**src/rtl/arlp_pkg.sv**
```systemverilog
// Shared types, character codes and prefixes of the AT response line parser.
package arlp_pkg;

    // Line buffer sizes
    localparam int              HEAD_DEPTH = 17;
    localparam logic [7:0]      LINE_MAX   = 8'd128;
    localparam logic [7:0]      MIN_LINE   = 8'd2;

    // Character codes
    localparam logic [7:0]      CHR_CR     = 8'h0D;
    localparam logic [7:0]      CHR_LF     = 8'h0A;
    localparam logic [7:0]      CHR_0      = 8'h30;
    localparam logic [7:0]      CHR_9      = 8'h39;

    // Response prefixes, first character at index 0
    localparam logic [0:10][7:0] PFX_SIM   = "+QSIMSTAT: ";
    localparam logic [0:5][7:0]  PFX_CSQ   = "+CSQ: ";
    localparam logic [0:15][7:0] PFX_NET   = "+QNETDEVSTATUS: ";

    // Field positions
    localparam logic [7:0]      NUM_POS     = 8'd6;
    localparam int              SIM_POS     = 13;
    localparam int              NET_POS     = 16;
    localparam logic [7:0]      LEN_SIM     = 8'd11;
    localparam logic [7:0]      LEN_CSQ     = 8'd6;
    localparam logic [7:0]      LEN_NET     = 8'd16;
    localparam logic [7:0]      LEN_SIM_DIG = 8'd14;
    localparam logic [7:0]      LEN_NET_DIG = 8'd17;

    // Number parser phases
    localparam logic [1:0]      PH_WAIT    = 2'd0;
    localparam logic [1:0]      PH_RUN     = 2'd1;
    localparam logic [1:0]      PH_DONE    = 2'd2;
    localparam logic [1:0]      PH_NONE    = 2'd3;

    // Line kinds
    localparam logic [1:0]      KIND_OTHER = 2'd0;
    localparam logic [1:0]      KIND_SIM   = 2'd1;
    localparam logic [1:0]      KIND_CSQ   = 2'd2;
    localparam logic [1:0]      KIND_NET   = 2'd3;

    typedef struct packed {
        logic [0:HEAD_DEPTH-1][7:0] head;
        logic [7:0]                 len;
        logic [1:0]                 phase;
        logic [7:0]                 accum;
    } line_st_t;

    typedef struct packed {
        logic     fire;
        line_st_t line;
    } line_evt_t;

    typedef struct packed {
        logic [1:0] line_kind;
        logic [3:0] sim_now;
        logic [3:0] net_now;
        logic [7:0] signal_now;
        logic       sim_removed;
        logic       signal_report;
    } rsp_t;

    function automatic logic is_digit(input logic [7:0] c);
        return (c >= CHR_0) && (c <= CHR_9);
    endfunction

endpackage

```
**src/rtl/arlp_in_if.sv**
```systemverilog
// Byte request channel into the parser.
interface arlp_in_if;
    logic       valid;
    logic       ready;
    logic [7:0] rx_byte;

    modport source (output valid, output rx_byte, input ready);
    modport sink   (input valid, input rx_byte, output ready);
endinterface

```
**src/rtl/arlp_out_if.sv**
```systemverilog
// Decoded line request channel out of the parser.
interface arlp_out_if;
    logic       valid;
    logic       ready;
    logic [1:0] line_kind;
    logic [3:0] sim_now;
    logic [3:0] net_now;
    logic [7:0] signal_now;
    logic       sim_removed;
    logic       signal_report;

    modport source (output valid, output line_kind, output sim_now, output net_now,
                    output signal_now, output sim_removed, output signal_report,
                    input ready);
    modport sink   (input valid, input line_kind, input sim_now, input net_now,
                    input signal_now, input sim_removed, input signal_report,
                    output ready);
endinterface

```
**src/rtl/arlp_line_split.sv**
```systemverilog
// Input byte register and CR LF line splitter with head and number capture.
module arlp_line_split (
    input  logic                clk,
    input  logic                rst_n,
    input  logic                in_valid,
    input  logic [7:0]          in_byte,
    output logic                in_ready,
    input  logic                advance,
    output arlp_pkg::line_evt_t evt
);

    logic                 byte_valid_reg;
    logic                 byte_valid_next;
    logic [7:0]           byte_reg;
    arlp_pkg::line_st_t   line_reg;
    arlp_pkg::line_st_t   line_next;
    logic                 cr_reg;
    logic                 cr_next;
    logic                 go;

    // Append one content character to the line state.
    function automatic arlp_pkg::line_st_t take_char(input arlp_pkg::line_st_t s,
                                                     input logic [7:0] c);
        arlp_pkg::line_st_t r;
        logic [11:0]        prod;
        r    = s;
        prod = 12'({4'd0, s.accum} * 12'd10) + {8'd0, c[3:0]};
        if (s.len < arlp_pkg::LINE_MAX)
        begin
            if (s.len < 8'(arlp_pkg::HEAD_DEPTH))
                r.head[s.len[4:0]] = c;
            if (s.len == arlp_pkg::NUM_POS)
            begin
                if (arlp_pkg::is_digit(c))
                begin
                    r.accum = {4'd0, c[3:0]};
                    r.phase = arlp_pkg::PH_RUN;
                end
                else
                begin
                    r.phase = arlp_pkg::PH_NONE;
                end
            end
            else if (s.len > arlp_pkg::NUM_POS && s.phase == arlp_pkg::PH_RUN)
            begin
                if (arlp_pkg::is_digit(c))
                    r.accum = (prod > 12'd255) ? 8'd255 : prod[7:0];
                else
                    r.phase = arlp_pkg::PH_DONE;
            end
            r.len = s.len + 8'd1;
        end
        return r;
    endfunction

    assign go       = byte_valid_reg && advance;
    assign in_ready = !byte_valid_reg || advance;

    always_comb
    begin
        byte_valid_next = byte_valid_reg;
        if (in_valid && in_ready)
            byte_valid_next = 1'b1;
        else if (go)
            byte_valid_next = 1'b0;
    end

    always_comb
    begin
        line_next = line_reg;
        cr_next   = cr_reg;
        evt       = '0;
        if (go)
        begin
            if (cr_reg)
            begin
                if (byte_reg == arlp_pkg::CHR_LF)
                begin
                    evt.fire  = (line_reg.len >= arlp_pkg::MIN_LINE);
                    evt.line  = line_reg;
                    line_next = '0;
                    cr_next   = 1'b0;
                end
                else
                begin
                    // pending CR turns out to be content
                    line_next = take_char(line_reg, arlp_pkg::CHR_CR);
                    if (byte_reg != arlp_pkg::CHR_CR)
                    begin
                        cr_next   = 1'b0;
                        line_next = take_char(line_next, byte_reg);
                    end
                end
            end
            else if (byte_reg == arlp_pkg::CHR_CR)
            begin
                cr_next = 1'b1;
            end
            else
            begin
                line_next = take_char(line_reg, byte_reg);
            end
        end
    end

    always_ff @(posedge clk or negedge rst_n)
    begin
        if (!rst_n)
        begin
            byte_valid_reg <= 1'b0;
            line_reg       <= '0;
            cr_reg         <= 1'b0;
        end
        else
        begin
            byte_valid_reg <= byte_valid_next;
            line_reg       <= line_next;
            cr_reg         <= cr_next;
        end
    end

    always_ff @(posedge clk)
    begin
        if (in_valid && in_ready)
            byte_reg <= in_byte;
    end

endmodule

```
**src/rtl/arlp_line_decode.sv**
```systemverilog
// Prefix match, stored modem states and result register.
module arlp_line_decode (
    input  logic                clk,
    input  logic                rst_n,
    input  arlp_pkg::line_evt_t evt,
    input  logic                out_ready,
    output logic                out_valid,
    output arlp_pkg::rsp_t      rsp
);

    logic             valid_reg;
    logic             valid_next;
    arlp_pkg::rsp_t   rsp_reg;
    arlp_pkg::rsp_t   rsp_next;
    logic [3:0]       sim_reg;
    logic [3:0]       sim_next;
    logic [3:0]       net_reg;
    logic [3:0]       net_next;
    logic [7:0]       sig_reg;
    logic [7:0]       sig_next;
    logic [7:0]       sim_chr;
    logic [7:0]       net_chr;
    logic             removed;
    logic             report;
    logic [1:0]       kind;

    assign sim_chr = evt.line.head[arlp_pkg::SIM_POS];
    assign net_chr = evt.line.head[arlp_pkg::NET_POS];

    always_comb
    begin
        kind     = arlp_pkg::KIND_OTHER;
        removed  = 1'b0;
        report   = 1'b0;
        sim_next = sim_reg;
        net_next = net_reg;
        sig_next = sig_reg;
        if (evt.fire)
        begin
            if (evt.line.len >= arlp_pkg::LEN_SIM &&
                evt.line.head[0:10] == arlp_pkg::PFX_SIM)
            begin
                kind = arlp_pkg::KIND_SIM;
                if (evt.line.len >= arlp_pkg::LEN_SIM_DIG && arlp_pkg::is_digit(sim_chr) &&
                    sim_chr[3:0] != sim_reg)
                begin
                    removed  = (sim_chr[3:0] == 4'd0);
                    sim_next = sim_chr[3:0];
                end
            end
            else if (evt.line.len >= arlp_pkg::LEN_CSQ &&
                     evt.line.head[0:5] == arlp_pkg::PFX_CSQ)
            begin
                kind = arlp_pkg::KIND_CSQ;
                if (evt.line.phase == arlp_pkg::PH_RUN ||
                    evt.line.phase == arlp_pkg::PH_DONE)
                begin
                    sig_next = evt.line.accum;
                    report   = 1'b1;
                end
            end
            else if (evt.line.len >= arlp_pkg::LEN_NET &&
                     evt.line.head[0:15] == arlp_pkg::PFX_NET)
            begin
                kind = arlp_pkg::KIND_NET;
                if (evt.line.len >= arlp_pkg::LEN_NET_DIG && arlp_pkg::is_digit(net_chr))
                    net_next = net_chr[3:0];
            end
        end
    end

    always_comb
    begin
        rsp_next                = rsp_reg;
        rsp_next.line_kind      = kind;
        rsp_next.sim_now        = sim_next;
        rsp_next.net_now        = net_next;
        rsp_next.signal_now     = sig_next;
        rsp_next.sim_removed    = removed;
        rsp_next.signal_report  = report;
        valid_next = valid_reg;
        if (evt.fire)
            valid_next = 1'b1;
        else if (out_ready)
            valid_next = 1'b0;
    end

    always_ff @(posedge clk or negedge rst_n)
    begin
        if (!rst_n)
        begin
            valid_reg <= 1'b0;
            sim_reg   <= 4'd0;
            net_reg   <= 4'd0;
            sig_reg   <= 8'd0;
        end
        else
        begin
            valid_reg <= valid_next;
            sim_reg   <= sim_next;
            net_reg   <= net_next;
            sig_reg   <= sig_next;
        end
    end

    always_ff @(posedge clk)
    begin
        if (evt.fire)
            rsp_reg <= rsp_next;
    end

    assign out_valid = valid_reg;
    assign rsp       = rsp_reg;

endmodule

```
**src/rtl/at_response_line_parser.sv**
```systemverilog
// Top level of the AT response line parser.
//
// Takes one modem byte per request on rx and splits the stream into lines at
// each CR immediately followed by LF; a CR not followed by LF is content.
// Lines of fewer than two characters are dropped silently. Every other line
// gives one request on rsp: the line kind (other, +QSIMSTAT, +CSQ,
// +QNETDEVSTATUS), the stored sim, net and signal states after the line, a
// sim-removed flag (sim state just went to zero) and a signal-report flag
// (a +CSQ line carried a number). Only the first 128 characters of a line are
// kept; the rest is dropped but the line still ends at CR LF. Rate: one byte
// per clock while rx does not stall. A byte that ends a line is loaded into
// the input register when it is taken, and its result then into the result
// register that drives rsp. rx stalls only while a result waits on rsp and
// the registered byte cannot move forward.
module at_response_line_parser (
    input  logic        clk,
    input  logic        rst_n,
    arlp_in_if.sink     rx,
    arlp_out_if.source  rsp
);

    arlp_pkg::line_evt_t evt;
    arlp_pkg::rsp_t      result;
    logic                advance;

    // Registered byte may be processed when the result register is free or
    // being emptied this cycle.
    assign advance = !rsp.valid || rsp.ready;

    arlp_line_split u_split (
        .clk      (clk),
        .rst_n    (rst_n),
        .in_valid (rx.valid),
        .in_byte  (rx.rx_byte),
        .in_ready (rx.ready),
        .advance  (advance),
        .evt      (evt)
    );

    arlp_line_decode u_decode (
        .clk       (clk),
        .rst_n     (rst_n),
        .evt       (evt),
        .out_ready (rsp.ready),
        .out_valid (rsp.valid),
        .rsp       (result)
    );

    assign rsp.line_kind     = result.line_kind;
    assign rsp.sim_now       = result.sim_now;
    assign rsp.net_now       = result.net_now;
    assign rsp.signal_now    = result.signal_now;
    assign rsp.sim_removed   = result.sim_removed;
    assign rsp.signal_report = result.signal_report;

endmodule
```
**src/flat_wrapper.sv**
```systemverilog
// flat-port wrapper written by rule: the top's interface ports become plain ports
module at_response_line_parser_flat 
  (clk, rst_n, rx_valid, rx_rx_byte, rx_ready, rsp_valid, rsp_line_kind, rsp_sim_now, rsp_net_now, rsp_signal_now, rsp_sim_removed, rsp_signal_report, rsp_ready);
  arlp_in_if rx_i ();
  arlp_out_if rsp_i ();
  input  logic clk;
  input  logic rst_n;
  input wire logic [$bits(rx_i.valid)-1:0] rx_valid;
  input wire logic [$bits(rx_i.rx_byte)-1:0] rx_rx_byte;
  output wire logic [$bits(rx_i.ready)-1:0] rx_ready;
  output wire logic [$bits(rsp_i.valid)-1:0] rsp_valid;
  output wire logic [$bits(rsp_i.line_kind)-1:0] rsp_line_kind;
  output wire logic [$bits(rsp_i.sim_now)-1:0] rsp_sim_now;
  output wire logic [$bits(rsp_i.net_now)-1:0] rsp_net_now;
  output wire logic [$bits(rsp_i.signal_now)-1:0] rsp_signal_now;
  output wire logic [$bits(rsp_i.sim_removed)-1:0] rsp_sim_removed;
  output wire logic [$bits(rsp_i.signal_report)-1:0] rsp_signal_report;
  input wire logic [$bits(rsp_i.ready)-1:0] rsp_ready;
  assign rx_i.valid = rx_valid;
  assign rx_i.rx_byte = rx_rx_byte;
  assign rx_ready = rx_i.ready;
  assign rsp_valid = rsp_i.valid;
  assign rsp_line_kind = rsp_i.line_kind;
  assign rsp_sim_now = rsp_i.sim_now;
  assign rsp_net_now = rsp_i.net_now;
  assign rsp_signal_now = rsp_i.signal_now;
  assign rsp_sim_removed = rsp_i.sim_removed;
  assign rsp_signal_report = rsp_i.signal_report;
  assign rsp_i.ready = rsp_ready;
  at_response_line_parser u_core (.clk(clk), .rst_n(rst_n), .rx(rx_i), .rsp(rsp_i));
endmodule
```
**config.mk**
```make
export PLATFORM = sky130hd
export DESIGN_NAME = at_response_line_parser_flat
export DESIGN_NICKNAME = d
export VERILOG_FILES = /design/src/rtl/arlp_pkg.sv /design/src/rtl/arlp_in_if.sv /design/src/rtl/arlp_out_if.sv /design/src/rtl/arlp_line_split.sv /design/src/rtl/arlp_line_decode.sv /design/src/rtl/at_response_line_parser.sv /design/src/flat_wrapper.sv
export SDC_FILE = /design/constraint.sdc
export NUM_CORES = 1
export LEC_CHECK = 0
export ABC_AREA = 1
export BUFFER_PORTS_ARGS = -buffer_cell sky130_fd_sc_hd__buf_2
export CAP_MARGIN = 30
export CORE_MARGIN = 1
export CORE_UTILIZATION = 30
export CTS_BUF_LIST = sky130_fd_sc_hd__clkbuf_2
export CTS_CLUSTER_DIAMETER = 100
export DETAILED_ROUTE_END_ITERATION = 8
export HOLD_SLACK_MARGIN = 0.15
export PLACE_DENSITY = 0.55
export SYNTH_ARGS = -nofsm -noshare
export SYNTH_HDL_FRONTEND = slang
export SYNTH_SLANG_ARGS = --single-unit
```
**constraint.sdc**
```tcl
create_clock -name clk -period 5.62 [get_ports clk]
set_clock_uncertainty 0.15 [all_clocks]
set_input_delay 0.562 -clock clk [delete_from_list [all_inputs] [get_ports clk]]
set_output_delay 0.562 -clock clk [all_outputs]
set_load 0.02 [all_outputs]
```
Yosys cells after proc, flatten, opt, wreduce, memory -nomap -nowiden

Cells that the tools add are included.

Bitwise gates (word level): 6
Reduce and logical (&&, ||, !) cells: 32
Equality and inequality tests: 18
Multipliers: 1
$add $sub $neg: 3
Order comparisons: 23
Muxes and demuxes: 57

Operator list:

| operator                                                                            | number |
|---|---|
| 154-bit 2-to-1 mux                                                                  | 6 |
| 146-bit 2-to-1 mux                                                                  | 4 |
| 155-bit 2-to-1 mux                                                                  | 3 |
| 136-bit 2-to-1 mux                                                                  | 3 |
| 136-bit bitwise mux                                                                 | 2 |
| 128-bit by 126-bit == test with 1-bit output, second input constant                 | 1 |
| 88-bit by 86-bit == test with 1-bit output, second input constant                   | 1 |
| 85-bit bitwise AND                                                                  | 1 |
| 85-bit inverter                                                                     | 1 |
| 8-bit demux with 5-bit select                                                       | 2 |
| 8-bit 2-to-1 mux                                                                    | 9 |
| 51-bit OR                                                                           | 1 |
| 48-bit by 46-bit == test with 1-bit output, second input constant                   | 1 |
| 10-bit 2-to-1 mux                                                                   | 4 |
| 4-bit 2-to-1 mux                                                                    | 8 |
| 8-bit by 6-bit greater-or-equal comparator with 1-bit output, second input constant | 3 |
| 8-bit by 6-bit less-or-equal comparator with 1-bit output, second input constant    | 3 |
| 8-bit by 1-bit adder with 8-bit output, second input constant                       | 2 |
| 8-bit by 3-bit == test with 1-bit output, second input constant                     | 2 |
| 8-bit by 4-bit == test with 1-bit output, second input constant                     | 2 |
| 8-bit by 4-bit greater-or-equal comparator with 1-bit output, second input constant | 2 |
| 8-bit by 5-bit greater-or-equal comparator with 1-bit output, second input constant | 2 |
| 8-bit by 3-bit > comparator with 1-bit output, second input constant                | 2 |
| 8-bit by 5-bit less-than comparator with 1-bit output, second input constant        | 2 |
| other kinds (32)                                                                    | 73 |

Register bits after elaboration: 201
Word-level logic and storage cells: 173

Logic depth before layout (Yosys ltp)

Depth after elaboration: 23
Depth in mapped cells: 21

Hierarchy

From an unflattened synthesis, not the netlist that was laid out.

Cells, all modules: 2535
Area total of the unflattened synthesis: 15816.4 sq um

Modules (own cells, without submodules):

| module                  | cells each | area an instance (sq um) | instances |
|---|---|---|---|
| arlp_line_split         | 2100       | 12996.2                  | 1 |
| arlp_line_decode        | 433        | 2812.7                   | 1 |
| at_response_line_parser | 2          | 7.5                      | 1 |

Worst setup path before layout

Ideal clock, no wire load.

Kind: reg2reg
From: register u_core.u_split.line_reg[10] in the netlist's numbering
To: register u_core.u_split.line_reg[117] in the netlist's numbering
Period minus slack after synthesis: 3.164 ns
Required time: 5.348 ns
Stages on the path, launching flop included: 21
Path slack: 2.456 ns
Arrival time: 2.891 ns
Cells stage by stage: dfrtp_1 > buf_2 > inv_1 > ha_1 > inv_1 > o21ai_0 > inv_1 > ha_1 > clkbuf_1 > inv_1 > nor2_1 > nand2_1 > nand2_1 > nand2_2 > nor2_8 > buf_12 > nand2_4 > nor2_8 > nand2_1 > nand3_1 > a21oi_1

Cells in the longest elaborated chain, start to end: 17

Ends and longest elaborated chain:

| item                                                                            | RTL line               | source |
|---|---|---|
| start: declaration                                                              | arlp_line_split.sv:15  | `arlp_pkg::line_st_t line_reg;` |
| start signal: assignment                                                        | arlp_line_split.sv:117 | `line_reg <= line_next;` |
| branches (longest 17 deep; another with 8-bit by 1-bit adder with 8-bit output) | --                     |  |

Several ways; the timed one is not identified. The select of a mux whose other input is x is not followed.
A chain may end at the register's enable or synchronous reset.

Worst setup path after layout

From: register u_core.u_split.line_reg[11] in the netlist's numbering
To: register u_core.u_split.line_reg[135] in the netlist's numbering

Cells in the longest elaborated chain, start to end: 18

Ends and longest elaborated chain:

| item |
|---|
| branches (longest 18 deep; another with 8-bit by 1-bit adder with 8-bit output) |

Several ways; the timed one is not identified. The select of a mux whose other input is x is not followed.

==> flow_summary.yaml <==
detailed_routing:
  drt-initial-drc-count: 1493
  drc_errors: 0
  ant_nets: 0
  dr.pass1.iters: 6
  wl_mm: 55.3
  wl_per_cell_um: 18.8
  routed_via_density: 5.31
  vias: 15628
die:
  die-area_um2: 49500
  initial_core_util: 0.305
  fp.dieH_um: 223
  die_w_um: 223
  ioPinCount: 34
  fp.coreArea_um2: 47800
  placementRows: 80
synthesis:
  synth.distinct_cells: 49
  syn-num-nets: 2249
  synth-main-ff-cell: "dfrtp_1"
  synthCells: 2209
  async_flop_share: 0.861
  ys_ff_latch: 201
  yosysWarnings: 0
  synth_edf_count: 28
  netlist_area_um2: 14600
  post_synth.cell_area_avg_um2: 6.61
  seq_area_frac_synth: 0.354
timing:
  setup_viol: 0
  fin_crit_sh: 0.774
  slew_headroom: 0.355
  rsz0062_at_grt: "no"
  maxSlewViolCount: 0
  final-hold-violation-count: 0
  timing.fmax_ghz: 0.230
  fin_tns_setup_ns: 0
  tightest_slew_ns: 0.961
  fin_crit_ns: 4.35
layout:
  final_cell_mix: "nand2_1 (658), a21oi_1 (236), nor2_1 (228)"
  final_cells: 2945
  nFillCells: 5191
  num-nets-final: 2324
  final_common_cell: "nand2_1"
  drive_above_1_share: 0.110
  fin_area_um2: 16200
  area_growth_pct: 11.2
  largest_reg_flops: 154
pwr:
  p_per_area_nw_per_um2: 353
  irDropWorstVdd_mv: 0.203
  p_clk_frac: 0.196
  internal-power_mw: 2.88
  switching_share: 0.497
  p_sw_mw: 2.84
  combPwrFrac: 0.438
  p_leak_nw: 8.13
  p_seq_frac: 0.366
critical_path:
  cpMostUsedCell: "inv_1"
  cp.required_ns: 6.35
  worst-endpoint-arrival_ns: 5.07
  worstPathCellList: "inv_1 > ha_1 > inv_1 > o21ai_0 > inv_1 > ha_1 > inv_1 > nor2_1 > nand2_1 > nand2_1 > nand2_2 > nor2_8 > nand3_2 > inv_1 > nand2_1 > nand3_1 > a21oi_1"
  crit_fanout: 35
  critPathSlowestCell: "dfrtp_1"
  crit_path_max_incr_delay_ns: 0.62
  critical-path-top-delay-family: "simple AND/OR/NAND/NOR gates"
  cp-start-kind: "flip-flop"
  path_class: "reg -> reg"
  end_kind: "flip-flop"
  cp.buffers_inverters: 5
run_status:
  status: "completed"
placed_design:
  gp_congestion: 0.948
  dp_hpwl_mm: 36.5
  placement.io_buffers: 33
  dp.cells: 2813
  placed_cell_area_um2: 15400
clock_network:
  clock-sinks: 201
  h-tree-depth: 2
  path_clk_slew_ns: 0.11
  numCtsBuffers: 59
  clk_latency_ns: 1.07
  cts_tree: "yes"
  cts_buffer_depth: 3
  cts_root_buffer: "clkbuf_2"
grt:
  grt_usage: 0.223
  antenna_found_initial: 3
  grt_pass1_wl_mm: 86.4
  grt_pass1_vias: 14873
  grt_max_degree: 141
  grt_overflow_total: 0
job:
  cap_viol_max_count: 0
min_path:
  hp-class: "in -> reg"
cell usage after synthesis, types with 21 or more instances:
| cell | number | area share |
|---|---|---|
| ha_1 | 26 | 0.022 |
| o21ai_1 | 22 | 0.0075 |
| inv_1 | 225 | 0.058 |
| edfxtp_1 | 28 | 0.058 |
| nand3_1 | 222 | 0.076 |
| dfrtp_1 | 173 | 0.30 |
| a21oi_1 | 236 | 0.081 |
| nand2_1 | 658 | 0.17 |
| nand4_1 | 34 | 0.015 |
| nor2_1 | 233 | 0.060 |
| buf_2 | 21 | 0.0072 |
| o21ai_0 | 71 | 0.024 |
| clkbuf_1 | 37 | 0.0095 |
cell families after synthesis:
logic type	Yosys count	synth area share
AOI/OAI and AO/OA	371	0.136
buffers and inverters	335	0.0922
adders and majority gates	28	0.0250
xor gates and xnor gates	6	0.00360
and+or+nand+nor	1268	0.388
DFF	201	0.354
per-layer routing:
layer	wire, um	GRT usage	vias up
met4	2470	0.109	0
met2	24700	0.347	611
met5	0	0	-
li1	-	-	7395
met3	3770	0.0413	138
met1	24300	0.297	7484
worst paths after layout:
kind	start	to	slack (ns)	cells after the start
max	u_core.u_split.line_reg[11]	u_core.u_split.line_reg[135]	1.27	17
max reg2reg	u_core.u_split.line_reg[11]	u_core.u_split.line_reg[135]	1.27	17
max in group asynchronous	rst_n	u_core.u_split.line_reg[93]	4.04	4
min reg2reg	u_core.u_decode.sig_reg[6]	u_core.u_decode.sig_reg[6]	0.35	2
min in group asynchronous	rst_n	u_core.u_split.line_reg[145]	0.58	4
min	rsp_ready	u_core.u_decode.out_valid	0.24	5
tightest hold or removal path, cell delays in order:
cell and delay, ns:
dlygate4sd3_1 0.52, buf_2 0.09, inv_1 0.04, nand2_1 0.08, o21ai_0 0.09
power by group through the flow:
stage          registers (mW)  logic (mW)  clock network [mW]
3_5_place_dp             2.11        2.44                   0
6_report                 2.09        2.51                1.12
2_1_floorplan            1.96        1.90                   0
3_3_place_gp             2.10        2.40                   0
4_1_cts                  2.08        2.47                1.17
5_1_grt                  2.13        2.77                1.24
metrics by stage:
step	util	total power [mW]	setup slack (ns)	hold slack (ns)
after floorplan	-	3.85	2.46	0.116
after global placement	0.322	4.50	1.54	0.326
after detailed placement	0.323	4.55	1.51	0.332
after CTS	0.339	5.72	1.37	0.188
after global routing	0.339	6.15	0.920	0.200
final	0.339	5.73	1.27	0.236
final cells by class:
class | instances | area (um2) | share of cell area
Antenna cell | 3 | 7.51 | 0.000463
Clock buffer | 84 | 420 | 0.0259
Clock inverter | 20 | 90.1 | 0.00555
Inverter | 262 | 983 | 0.0606
Multi-Input combinational cell | 1673 | 8100 | 0.500
Sequential cell | 201 | 5170 | 0.319
Tap cell | 615 | 769 | 0.0474
Timing Repair Buffer | 87 | 678 | 0.0418
timing repair:
action	in CTS	in global routing
gates resized for setup	0	0
hold buffers	24	0
setup buffers	0	0
setup endpoints to repair	0	0
endpoints found under the hold margin	180	0
No activity file was read; power rests on OpenSTA's default activity.
